===== config.mk =====
export PLATFORM = sky130hd
export DESIGN_NAME = symmetric_flow_hash_steering
export DESIGN_NICKNAME = d
export VERILOG_FILES = /design/src/rtl/core/sfh_pkg.sv /design/src/rtl/core/sfh_capture.sv /design/src/rtl/core/sfh_alu.sv /design/src/rtl/core/sfh_seq.sv /design/src/rtl/core/symmetric_flow_hash_steering.sv
export SDC_FILE = /design/constraint.sdc
export NUM_CORES = 1
export LEC_CHECK = 0
export ABC_AREA = 1
export BUFFER_PORTS_ARGS = -buffer_cell sky130_fd_sc_hd__buf_2
export CORE_MARGIN = 5
export CORE_UTILIZATION = 42
export DETAILED_ROUTE_END_ITERATION = 7
export PLACE_DENSITY_LB_ADDON = 0.1
export SLEW_MARGIN = 5
export SYNTH_ARGS = -nofsm -noshare
export SYNTH_HDL_FRONTEND = slang
export SYNTH_HIERARCHICAL = 1
export SYNTH_SLANG_ARGS = --single-unit
export TNS_END_PERCENT = 10

===== constraint.sdc =====
create_clock -name clk -period 9.6 [get_ports clk]
set_input_delay 0.96 -clock clk [delete_from_list [all_inputs] [get_ports clk]]
set_output_delay 0.96 -clock clk [all_outputs]
set_load 0.01 [all_outputs]

===== src/rtl/core/sfh_pkg.sv =====
// ----------------------------------------------------------------------------
// sfh_pkg
// Shared constants, operation codes and types for the flow hash steering block.
// ----------------------------------------------------------------------------
package sfh_pkg;

  localparam int unsigned MAX_WORKERS_DEF = 64;

  localparam logic [31:0] MIX_MULT      = 32'h045d9f3b;
  localparam int unsigned MIN_FRAME_LEN = 38;
  localparam logic [7:0]  TYPE_IPV4     = 8'h08;
  localparam logic [7:0]  TYPE_VLAN     = 8'h81;
  localparam logic [4:0]  OFFSET_IPV4   = 5'd26;
  localparam logic [4:0]  OFFSET_VLAN   = 5'd30;
  localparam logic [7:0]  PROTO_TCP     = 8'd6;
  localparam logic [7:0]  PROTO_UDP     = 8'd17;

  localparam int unsigned MIX_PASSES = 2;
  localparam int unsigned DIV_STEPS  = 32;

  typedef logic [1:0] alu_op_t;
  localparam alu_op_t OP_MIX  = 2'd0;
  localparam alu_op_t OP_FOLD = 2'd1;
  localparam alu_op_t OP_REM  = 2'd2;

  typedef struct packed {
    logic [31:0] key;
    logic        ok;
  } frame_sum_t;

endpackage


===== src/rtl/core/sfh_capture.sv =====
// ----------------------------------------------------------------------------
// sfh_capture
// Byte parser: tracks frame position, picks the IPv4 header offset from the
// type bytes and captures protocol, addresses and ports.
// ----------------------------------------------------------------------------
module sfh_capture (
  input  logic               clk,
  input  logic               rst_n,
  input  logic               accept,
  input  logic [7:0]         data_byte,
  input  logic               last_byte,
  output sfh_pkg::frame_sum_t sum
);

  localparam logic [5:0] POS_TYPE_HI = 6'd12;
  localparam logic [5:0] POS_TYPE_LO = 6'd13;
  localparam logic [5:0] POS_MAX     = 6'd63;

  logic [5:0]  pos_r,   pos_nxt;
  logic [7:0]  type_r,  type_nxt;
  logic [4:0]  off_r,   off_nxt;
  logic [7:0]  proto_r, proto_nxt;
  logic [31:0] src_r,   src_nxt;
  logic [31:0] dst_r,   dst_nxt;
  logic [15:0] sport_r, sport_nxt;
  logic [15:0] dport_r, dport_nxt;
  logic [5:0]  off_ext;
  logic [5:0]  d;
  logic [15:0] ports;

  always_comb begin
    type_nxt  = type_r;
    off_nxt   = off_r;
    proto_nxt = proto_r;
    src_nxt   = src_r;
    dst_nxt   = dst_r;
    sport_nxt = sport_r;
    dport_nxt = dport_r;
    pos_nxt   = (pos_r == POS_MAX) ? pos_r : pos_r + 6'd1;

    if (pos_r == POS_TYPE_HI) begin
      type_nxt = data_byte;
    end
    if (pos_r == POS_TYPE_LO) begin
      if (data_byte == 8'd0 && type_r == sfh_pkg::TYPE_IPV4) begin
        off_nxt = sfh_pkg::OFFSET_IPV4;
      end else if (data_byte == 8'd0 && type_r == sfh_pkg::TYPE_VLAN) begin
        off_nxt = sfh_pkg::OFFSET_VLAN;
      end else begin
        off_nxt = 5'd0;
      end
    end

    off_ext = {1'b0, off_nxt};
    d       = pos_r - off_ext;

    if (off_nxt != 5'd0) begin
      if (pos_r == off_ext - 6'd3) begin
        proto_nxt = data_byte;
      end
      if (pos_r >= off_ext) begin
        case (d)
          6'd0:  src_nxt[7:0]     = data_byte;
          6'd1:  src_nxt[15:8]    = data_byte;
          6'd2:  src_nxt[23:16]   = data_byte;
          6'd3:  src_nxt[31:24]   = data_byte;
          6'd4:  dst_nxt[7:0]     = data_byte;
          6'd5:  dst_nxt[15:8]    = data_byte;
          6'd6:  dst_nxt[23:16]   = data_byte;
          6'd7:  dst_nxt[31:24]   = data_byte;
          6'd8:  sport_nxt[7:0]   = data_byte;
          6'd9:  sport_nxt[15:8]  = data_byte;
          6'd10: dport_nxt[7:0]   = data_byte;
          6'd11: dport_nxt[15:8]  = data_byte;
          default: ;
        endcase
      end
    end

    if (proto_nxt == sfh_pkg::PROTO_TCP || proto_nxt == sfh_pkg::PROTO_UDP) begin
      ports = sport_nxt | dport_nxt;
    end else begin
      ports = 16'd0;
    end

    sum.key = src_nxt | dst_nxt | {16'd0, ports};
    sum.ok  = (pos_r >= 6'(sfh_pkg::MIN_FRAME_LEN - 1)) && (off_nxt != 5'd0);
  end

  always_ff @(posedge clk) begin
    if (!rst_n || (accept && last_byte)) begin
      pos_r   <= 6'd0;
      type_r  <= 8'd0;
      off_r   <= 5'd0;
      proto_r <= 8'd0;
      src_r   <= 32'd0;
      dst_r   <= 32'd0;
      sport_r <= 16'd0;
      dport_r <= 16'd0;
    end else if (accept) begin
      pos_r   <= pos_nxt;
      type_r  <= type_nxt;
      off_r   <= off_nxt;
      proto_r <= proto_nxt;
      src_r   <= src_nxt;
      dst_r   <= dst_nxt;
      sport_r <= sport_nxt;
      dport_r <= dport_nxt;
    end
  end

endmodule


===== src/rtl/core/sfh_alu.sv =====
// ----------------------------------------------------------------------------
// sfh_alu
// Shared datapath: fold-and-multiply mixing round, final fold, and one
// restoring remainder step.
// ----------------------------------------------------------------------------
module sfh_alu #(
  parameter int unsigned DIV_W = 7
) (
  input  sfh_pkg::alu_op_t   op,
  input  logic [31:0]        a,
  input  logic [DIV_W-1:0]   rem,
  input  logic [DIV_W-1:0]   divisor,
  output logic [31:0]        y,
  output logic [DIV_W-1:0]   rem_o
);

  logic [31:0]    fold;
  logic [DIV_W:0] trial;

  always_comb begin
    fold  = a ^ (a >> 16);
    trial = {rem, a[31]};
    y     = a;
    rem_o = rem;
    case (op)
      sfh_pkg::OP_MIX: begin
        y = fold * sfh_pkg::MIX_MULT;
      end
      sfh_pkg::OP_FOLD: begin
        y = fold;
      end
      sfh_pkg::OP_REM: begin
        y = a << 1;
        if (trial >= {1'b0, divisor}) begin
          rem_o = DIV_W'(trial - {1'b0, divisor});
        end else begin
          rem_o = trial[DIV_W-1:0];
        end
      end
      default: ;
    endcase
  end

endmodule


===== src/rtl/core/sfh_seq.sv =====
// ----------------------------------------------------------------------------
// sfh_seq
// Sequencer around the shared datapath: two mixing rounds, a fold, then a
// bit-serial remainder, and the result register.
// ----------------------------------------------------------------------------
module sfh_seq #(
  parameter int unsigned DIV_W = 7
) (
  input  logic               clk,
  input  logic               rst_n,
  input  logic               start,
  input  sfh_pkg::frame_sum_t sum,
  input  logic [DIV_W-1:0]   divisor,
  input  logic               out_stall,
  output logic               busy,
  output logic               out_valid,
  output logic [31:0]        out_flow_hash,
  output logic [5:0]         out_worker_index,
  output logic               out_classified
);

  localparam logic [2:0] S_IDLE = 3'd0;
  localparam logic [2:0] S_MIX  = 3'd1;
  localparam logic [2:0] S_FOLD = 3'd2;
  localparam logic [2:0] S_DIV  = 3'd3;
  localparam logic [2:0] S_HOLD = 3'd4;

  localparam int unsigned EXT_W = (DIV_W > 6) ? DIV_W : 6;
  localparam logic [4:0] MIX_LAST = 5'(sfh_pkg::MIX_PASSES - 1);
  localparam logic [4:0] DIV_LAST = 5'(sfh_pkg::DIV_STEPS - 1);

  logic [2:0]       state_r;
  logic [4:0]       cnt_r;
  logic [31:0]      acc_r;
  logic [31:0]      hash_r;
  logic [DIV_W-1:0] rem_r;
  logic             ok_r;
  logic             out_valid_r;
  logic [31:0]      out_hash_r;
  logic [5:0]       out_idx_r;
  logic             out_cls_r;

  sfh_pkg::alu_op_t alu_op;
  logic [31:0]      alu_y;
  logic [DIV_W-1:0] alu_rem;
  logic             out_free;
  logic             out_load;
  logic [EXT_W-1:0] rem_ext;
  logic [EXT_W-1:0] hold_ext;

  always_comb begin
    case (state_r)
      S_MIX:   alu_op = sfh_pkg::OP_MIX;
      S_DIV:   alu_op = sfh_pkg::OP_REM;
      default: alu_op = sfh_pkg::OP_FOLD;
    endcase
  end

  sfh_alu #(.DIV_W(DIV_W)) u_alu (
    .op      (alu_op),
    .a       (acc_r),
    .rem     (rem_r),
    .divisor (divisor),
    .y       (alu_y),
    .rem_o   (alu_rem)
  );

  assign out_free = !out_valid_r || !out_stall;
  assign out_load = out_free &&
                    ((state_r == S_HOLD) || ((state_r == S_DIV) && (cnt_r == DIV_LAST)));
  assign rem_ext  = EXT_W'(alu_rem);
  assign hold_ext = EXT_W'(rem_r);

  always_ff @(posedge clk) begin
    if (!rst_n) begin
      state_r     <= S_IDLE;
      cnt_r       <= 5'd0;
      out_valid_r <= 1'b0;
    end else begin
      if (out_load) begin
        out_valid_r <= 1'b1;
      end else if (out_valid_r && !out_stall) begin
        out_valid_r <= 1'b0;
      end
      case (state_r)
        S_IDLE: begin
          if (start) begin
            acc_r   <= sum.ok ? sum.key : 32'd0;
            ok_r    <= sum.ok;
            cnt_r   <= 5'd0;
            state_r <= S_MIX;
          end
        end
        S_MIX: begin
          acc_r <= alu_y;
          if (cnt_r == MIX_LAST) begin
            cnt_r   <= 5'd0;
            state_r <= S_FOLD;
          end else begin
            cnt_r <= cnt_r + 5'd1;
          end
        end
        S_FOLD: begin
          acc_r   <= alu_y;
          hash_r  <= alu_y;
          rem_r   <= '0;
          state_r <= S_DIV;
        end
        S_DIV: begin
          acc_r <= alu_y;
          rem_r <= alu_rem;
          if (cnt_r == DIV_LAST) begin
            cnt_r <= 5'd0;
            if (out_free) begin
              out_hash_r  <= hash_r;
              out_idx_r   <= rem_ext[5:0];
              out_cls_r   <= ok_r;
              state_r     <= S_IDLE;
            end else begin
              state_r <= S_HOLD;
            end
          end else begin
            cnt_r <= cnt_r + 5'd1;
          end
        end
        S_HOLD: begin
          if (out_free) begin
            out_hash_r  <= hash_r;
            out_idx_r   <= hold_ext[5:0];
            out_cls_r   <= ok_r;
            state_r     <= S_IDLE;
          end
        end
        default: begin
          state_r <= S_IDLE;
        end
      endcase
    end
  end

  assign busy             = (state_r != S_IDLE);
  assign out_valid        = out_valid_r;
  assign out_flow_hash    = out_hash_r;
  assign out_worker_index = out_idx_r;
  assign out_classified   = out_cls_r;

endmodule


===== src/rtl/core/symmetric_flow_hash_steering.sv =====
// Throughput: one byte per cycle within a frame; the last byte holds the
// input stalled while the shared datapath runs two multiply rounds, a fold
// and a 32-step bit-serial remainder, and further while out_stall still
// holds the previous result.
// Reset: synchronous active-low; clears frame state, worker_count to 1.
// ----------------------------------------------------------------------------
// symmetric_flow_hash_steering
// Parses Ethernet frames byte by byte, forms a symmetric flow hash over the
// IPv4 addresses and TCP/UDP ports and picks a worker by hash modulo count.
// ----------------------------------------------------------------------------
module symmetric_flow_hash_steering #(
  parameter int unsigned MAX_WORKERS = sfh_pkg::MAX_WORKERS_DEF
) (
  input  logic        clk,
  input  logic        rst_n,
  input  logic        cfg_wr_en,
  input  logic [6:0]  cfg_wr_data,
  input  logic        in_valid,
  output logic        in_stall,
  input  logic [7:0]  in_data_byte,
  input  logic        in_last_byte,
  output logic        out_valid,
  input  logic        out_stall,
  output logic [31:0] out_flow_hash,
  output logic [5:0]  out_worker_index,
  output logic        out_classified
);

  localparam int unsigned DIV_W = $clog2(MAX_WORKERS + 1);
  localparam int unsigned CMP_W = (DIV_W > 7) ? DIV_W : 7;
  localparam int unsigned EXT_W = (DIV_W > 6) ? DIV_W : 6;

  logic [6:0]       worker_count_r;
  logic [CMP_W-1:0] count_ext;
  logic [DIV_W-1:0] div_eff;
  logic             in_accept;
  logic             busy;
  sfh_pkg::frame_sum_t sum;

  always_ff @(posedge clk) begin
    if (!rst_n) begin
      worker_count_r <= 7'd1;
    end else if (cfg_wr_en) begin
      worker_count_r <= cfg_wr_data;
    end
  end

  always_comb begin
    count_ext = CMP_W'(worker_count_r);
    if (count_ext == '0) begin
      div_eff = DIV_W'(1);
    end else if (count_ext > CMP_W'(MAX_WORKERS)) begin
      div_eff = DIV_W'(MAX_WORKERS);
    end else begin
      div_eff = DIV_W'(count_ext);
    end
  end

  assign in_stall  = busy;
  assign in_accept = in_valid && !in_stall;

  sfh_capture u_capture (
    .clk       (clk),
    .rst_n     (rst_n),
    .accept    (in_accept),
    .data_byte (in_data_byte),
    .last_byte (in_last_byte),
    .sum       (sum)
  );

  sfh_seq #(.DIV_W(DIV_W)) u_seq (
    .clk              (clk),
    .rst_n            (rst_n),
    .start            (in_accept && in_last_byte),
    .sum              (sum),
    .divisor          (div_eff),
    .out_stall        (out_stall),
    .busy             (busy),
    .out_valid        (out_valid),
    .out_flow_hash    (out_flow_hash),
    .out_worker_index (out_worker_index),
    .out_classified   (out_classified)
  );

`ifndef NO_ASSERTIONS
  a_unclassified_zero : assert property (@(posedge clk) disable iff (!rst_n)
    out_valid && !out_classified |-> out_flow_hash == 32'd0 && out_worker_index == 6'd0)
    else $error("unclassified request with nonzero hash or index");

  a_last_stalls : assert property (@(posedge clk) disable iff (!rst_n)
    in_accept && in_last_byte |=> in_stall)
    else $error("input not stalled after last byte");

  a_index_range : assert property (@(posedge clk) disable iff (!rst_n)
    out_valid |-> EXT_W'(out_worker_index) < EXT_W'(div_eff))
    else $error("worker index not below worker count");
`endif

endmodule

==> results of run 1 <==
[worst min path at each step]
stage / slack (ns) / depth (start not counted) / end
floorplan: 0.40 / 0 / u_seq/out_classified
global placement: 0.40 / 0 / u_seq/out_classified
detailed placement: 0.40 / 0 / u_seq/out_flow_hash[24]
CTS: 0.42 / 0 / u_seq/out_flow_hash[24]
global route: 0.43 / 0 / u_seq/out_flow_hash[5]
finish: 0.41 / 0 / u_seq/out_flow_hash[24]
[stage by stage]
stage	hold WS, ns	cell area (um2)
final	0.414	26000
after global routing	0.425	26000
after CTS	0.417	26000
after detailed placement	0.405	25000
after global placement	0.404	25000
after floorplan	0.400	24000
[layer usage]
layer	share of wire (%)	wire length, um	vias to the layer above
met5	0	0	-
met4	2.8	2110	0
met3	4.1	3030	105
met2	48	35600	452
met1	45	33600	9451
li1	-	-	9734
[logic make-up after synthesis]
family	after synthesis	share of synthesized area (%)
compound gates	501	12.0
flops	250	25.4
xor+xnor	51	1.92
fa+ha+maj	391	26.7
simple gates	1093	20.7
buf+inv	808	13.2
[state kept, by name (all words and copies together) (netlist names), 8 cells and up]
name,flops
u_seq/hash_r,32
u_capture/type_r,8
u_capture/sport_r,16
u_capture/dst_r,32
u_capture/src_r,32
u_capture/proto_r,8
u_capture/dport_r,16
u_seq/acc_r,32
u_seq/out_flow_hash,32
[worst max-delay path, cell delays in order (launching register included)]
cell	delay, ns
edfxtp_1	0.64
xnor2_1	0.73
inv_1	0.43
ha_1	0.59
ha_1	0.29
nor2_1	0.19
inv_1	0.08
ha_1	0.26
fa_1	0.51
inv_1	0.12
fa_1	0.38
inv_1	0.07
fa_1	0.47
fa_1	0.56
inv_1	0.06
fa_1	0.54
inv_1	0.05
ha_1	0.38
a21oi_1	0.29
o21ai_0	0.23
a21oi_1	0.17
nand3_1	0.16
or2_1	0.24
nand3_1	0.10
o2111ai_1	0.27
nand2_1	0.17
o21ai_2	0.08
[cells in the mapped netlist, drive strengths merged, types with 11 or more instances]
cell type,n
a21boi,11
a21oi,110
a22oi,11
buf,26
clkbuf,76
dfxtp,139
edfxtp,111
fa,204
ha,187
inv,703
nand2,692
nand3,153
nand4,29
nor2,181
nor3,11
o21ai,297
o31ai,16
or2,19
xor2,41
[layout make-up]
type | count | area (um2) | share of cell area (%)
Clock inverter | 24 | 295 | 1.13
Multi-Input combinational cell | 2036 | 14800 | 56.8
Sequential cell | 250 | 6120 | 23.5
Tap cell | 756 | 946 | 3.63
Inverter | 706 | 2660 | 10.2
Clock buffer | 32 | 779 | 2.99
Timing Repair Buffer | 81 | 455 | 1.75
==> reports/results.ini, run 1 <==
[placed_design]
post-place-cells = 3829
placement.setup.worst_slack_ns = 1.32
globalplace.congestion = 0.993
detailedPlacementHpwl_mm = 59.2
port_buffers = 61

[logic_synthesis]
synth_top_area_cell = fa_1
synth_largest_type_area_fraction_pct = 17.0
synth.distinct_cells = 61
netlist_area_mm2 = 0.0240
top_reg_cell_synth = dfxtp_1
yosys_register_bits = 250
synth_seq_area_share_pct = 25.4
ys.warnings.count = 6
async_flop_share_pct = 0
synth_instances = 3094
netlist_top_cells_area = fa_1 (17%), edfxtp_1 (14%), dfxtp_1 (12%)
syn_area_per_cell_um2 = 7.77
synth_edf_count = 111
synth_fp_nets = 3506

[setup_path]
cp_data_required_time_ns = 9.88
r2r_slack_ns = 1.24
worstReg2RegEnd = u_seq/acc_r[24]
worstSetupStartpointType = flip-flop
cp.arrival_ns = 8.64
crit_fanout = 8
reg2regPathDepth = 26
r2r_start = u_seq/acc_r[16]
timing.setup.critical_path_class = reg2reg
critical_path.endpoint_type = flip-flop
crit_path_start = u_seq/acc_r[16]
end_point_of_the_critical_path = u_seq/acc_r[24]

[clocking]
worst_skew_pair.late_latency_ns = 0.58
cts_tree = done
clkSinkCount = 250
cts_hold_buf = 0
cts_repair_resize_count = 0
clk_path_buf_depth = 3
cts-root-buf = clkbuf_16
cts_max_level = 1
post_cts_setup_buffers = 0
clkSlewWorstSetupHoldPaths_ns = 0.06
cts_buffers = 30

[sta]
drv_slew = 0
timing.final.hold_violations = 0
final_setup_violations = 0
final_period_minus_worst_setup_slack_ns = 8.36
setup_ws_ns = 1.24
clock_skews_ns = 0.0286
worst_pin_slew_ns = 1.08
timing.max_slew.rel_slack_pct = 27.6
max_clock_freq_mhz = 120
setup_tns_ns = 0
timing.final.crit_share_pct = 87.1
setup_repair_after_global_routing_missed_its_margin = false

[finish]
nFillCells = 5696
final_cell_utilization_of_the_core_pct = 46.0
fin_nets = 3517
syn_to_final_growth_pct = 8.29
layout.cells.most_common = inv_1
antennaDiodeCount = 0
post_route_cells_drive_above_1_share_pct = 10.3
final-instance-count-excl-fill = 3885
mostFrequentLayoutCells = inv_1 (678), nand2_1 (620), o21ai_0 (213)

[global_route]
grt_antenna_before_repair = 0
gr-max-usage-layer = met2
met2_track_usage_gr_pct = 39.6
gr_layer_usage_met3_pct = 2.20
globalRoute.totalOverflow = 0
grt_pass1_wl_mm = 114
first_global_vias = 19400
grt_max_degree = 106
global_route.usage.total_pct = 23.4
groute.layer.met1.usage_pct = 32.3

[status]
run_status = complete, no violations

[floorplan]
die_h_um = 249
initial_utilization_pct = 42.5
floorplan.io_pins = 62
design.core.area_mm2 = 0.0566
floorplan.die.width_um = 249
placementRows = 87
floorplan.die_area_mm2 = 0.0621

[min_path]
min_from = u_seq/hash_r[24]
hold_path_class = reg2reg

[detailed_routing]
drt_first_pass_iters = 5
dr_total_vias = 19700
vias_per_cell = 5.08
post-route-drc-count = 0
detail-route-antenna-nets = 0
post_drt_wl_per_cell_um = 19.1
total_routed_length_mm = 74.3
drt_iter0_markers = 1141

[job]
drv.max_cap_violation_count = 0

Power of run 1 is not shown: default switching activity piles up to over one toggle a cycle in this logic, so the estimate is an artifact.
==> inputs of run 2 (changes only) <==
Settings changed: SYNTH_HIERARCHICAL 1 to unset.
==> run 2 against run 1 <==
Compared with the run above:
- global-route usage decreased by 0.16 points
- cell count down 14%
- hold slack improved by 0.0010 ns
- synthesized area down 10%
- critical path depth unchanged
==> reports/results.ini, run 2 <==
[logic_synthesis]
synth_largest_type_area_fraction_pct = 18.9  ; +1.9 points
async_flop_share_pct = 0  ; unchanged
synth_instances = 2603  ; -16%
ys.warnings.count = 0  ; -6
synth.most_common_cell = inv_1
synth_edf_count = 111  ; unchanged
netlist_area_mm2 = 0.0216  ; -10%
yosys_register_bits = 250  ; unchanged
top_reg_cell_synth = dfxtp_1
netlist_top_cells_count = inv_1 (589), nand2_1 (404), fa_1 (204), o21ai_0 (190), nor2_1 (189)
synth_top_area_cell = fa_1
netlist_top_cells_area = fa_1 (19%), edfxtp_1 (15%), dfxtp_1 (13%)
synth_seq_area_share_pct = 28.3  ; +2.8 points
synth.distinct_cells = 45  ; -26%
synth_fp_nets = 3014  ; -14%
syn_area_per_cell_um2 = 8.31  ; +6.9%

[clocking]
cts_max_level = 1  ; unchanged
cts_repair_resize_count = 0  ; unchanged
clk_path_buf_depth = 3  ; unchanged
clkSinkCount = 250  ; unchanged
worst_skew_pair.late_latency_ns = 0.56  ; -0.02 ns
cts_hold_buf = 0  ; unchanged
cts_buffers = 29  ; -3.3%
clkSlewWorstSetupHoldPaths_ns = 0.07  ; about the same
cts-root-buf = clkbuf_16
post_cts_setup_buffers = 0  ; unchanged
cts_tree = done

[sta]
max_clock_freq_mhz = 120  ; +0.20%
timing.final.crit_share_pct = 86.9  ; -0.17 points
timing.max_slew.rel_slack_pct = 27.5  ; -0.062 points
worst_pin_slew_ns = 1.08  ; +0.00665 ns
final_period_minus_worst_setup_slack_ns = 8.34  ; -0.0164 ns
clock_skews_ns = 0.0118  ; -0.0168 ns
final_setup_violations = 0  ; unchanged
setup_ws_ns = 1.26  ; +0.0164 ns
setup_tns_ns = 0  ; unchanged
drv_slew = 0  ; unchanged
timing.final.hold_violations = 0  ; unchanged
setup_repair_after_global_routing_missed_its_margin = false

[setup_path]
timing.setup.critical_path_class = reg2reg
r2r_start = u_seq.acc_r[16]
reg2regPathDepth = 26  ; unchanged
worstSetupStartpointType = flip-flop
critical_path.endpoint_type = flip-flop
r2r_slack_ns = 1.26  ; +0.02 ns
cp_data_required_time_ns = 9.90  ; +0.02 ns
worstReg2RegEnd = u_seq.acc_r[23]
crit_fanout = 8  ; unchanged
cp.arrival_ns = 8.64  ; about the same

[status]
run_status = complete, no violations

[min_path]
hold_path_class = reg2reg
worstHoldEndpoint = u_seq.out_flow_hash[0]
timing.hold.worst_path_depth = 0  ; unchanged
min_from = u_seq.hash_r[0]

[detailed_routing]
post-route-drc-count = 0  ; unchanged
total_routed_length_mm = 65.5  ; -12%
drt_first_pass_iters = 5  ; unchanged
post_drt_wl_per_cell_um = 19.6  ; +2.6%
drt_iter0_markers = 1173  ; +2.8%
dr_total_vias = 17000  ; -14%
detail-route-antenna-nets = 0  ; unchanged
vias_per_cell = 5.10  ; +0.39%

[finish]
fin_nets = 3050  ; -13%
syn_to_final_growth_pct = 9.13
layout.cells.most_common = inv_1
mostFrequentLayoutCells = inv_1 (587), nand2_1 (403), fa_1 (204)
nFillCells = 5035  ; -12%
final_instance_area_mm2 = 0.0236  ; -9.3%
antennaDiodeCount = 0  ; unchanged
post_route_cells_drive_above_1_share_pct = 7.03  ; -3.2 points

[floorplan]
placementRows = 83  ; -4.6%
initial_utilization_pct = 42.3  ; -0.22 points
floorplan.die_area_mm2 = 0.0561  ; -9.6%
floorplan.io_pins = 62  ; unchanged
design.core.area_mm2 = 0.0512  ; -9.6%
die_h_um = 237  ; -4.9%
floorplan.die.width_um = 237  ; -4.9%

[global_route]
grt_pass1_wl_mm = 102  ; -11%
globalRoute.totalOverflow = 0  ; unchanged
grt_antenna_before_repair = 0  ; unchanged
first_global_vias = 17400  ; -10%
grt_max_degree = 101  ; -4.7%
global_route.usage.total_pct = 23.2  ; -0.16 points

[placed_design]
placement.setup.worst_slack_ns = 1.41  ; +0.0915 ns
detailed_place.area_mm2 = 0.0227  ; -9.2%
port_buffers = 61  ; unchanged
globalplace.congestion = 0.966  ; -2.7%
detailedPlacementHpwl_mm = 52.5  ; -11%

[job]
drv.max_cap_violation_count = 0  ; unchanged

==> run 2: per-stage QoR <==
stage,hold slack [ns],instances,util [%]
3_5_place_dp,0.406,3288,44.3
5_1_grt,0.424,3341,46.1
4_1_cts,0.408,3341,46.1
6_report,0.415,3341,46.1
2_1_floorplan,0.400,2603,-
3_3_place_gp,0.404,3288,44.3
==> run 2: logic make-up (layout without fill, tap and decap cells) <==
group / after synthesis / in the layout / share of synthesized area [%]
AOI/OAI and AO/OA: 501 / 501 / 13.2
xor gates and xnor gates: 79 / 79 / 3.20
adders and majority gates: 390 / 390 / 29.6
buffers and inverters: 674 / 732 / 11.9
DFF: 250 / 250 / 28.3
and+or+nand+nor: 709 / 709 / 13.9
==> run 2: worst max-delay path by stage <==
stage                         start  slack, ns              end
floorplan           u_seq.acc_r[20]       3.09  u_seq.acc_r[29]
global placement    u_seq.acc_r[16]       1.42  u_seq.acc_r[23]
detailed placement  u_seq.acc_r[16]       1.41  u_seq.acc_r[23]
CTS                 u_seq.acc_r[16]       1.42  u_seq.acc_r[23]
global route        u_seq.acc_r[16]       0.95  u_seq.acc_r[23]
finish              u_seq.acc_r[16]       1.26  u_seq.acc_r[23]
==> run 2: layer usage <==
layer	vias up	part of all wire (%)	wire [um]	global-route usage (%)
li1	8292	-	-	-
met4	0	2.1	1400	4.57
met2	368	48	31600	39.6
met5	-	0	0	0
met3	82	4.3	2850	2.67
met1	8301	45	29700	32.2
==> run 2: final cells by class <==
cell class,instances,area [um2],area share [%]
Clock inverter,21,201,0.853
Multi-Input combinational cell,1679,13000,55.0
Inverter,599,2250,9.54
Tap cell,680,851,3.60
Sequential cell,250,6120,25.9
Clock buffer,32,747,3.16
Timing Repair Buffer,80,448,1.90
==> run 2: critical path, cell delays in order, from the launching register on <==
cell      delay, ns
edfxtp_1       0.65
xnor2_1        0.76
inv_1          0.46
ha_1           0.58
ha_1           0.27
nor2_1         0.19
inv_1          0.07
ha_1           0.31
inv_1          0.06
fa_1           0.49
inv_1          0.04
ha_1           0.18
fa_1           0.56
inv_1          0.10
fa_1           0.46
fa_1           0.52
inv_1          0.04
ha_1           0.33
a21o_1         0.22
a31oi_1        0.32
o21ai_0        0.18
a21oi_1        0.15
inv_1          0.08
a21oi_1        0.24
xor2_1         0.24
o221ai_1       0.27
a21o_1         0.28
Power of run 2 is left out for the same reason.
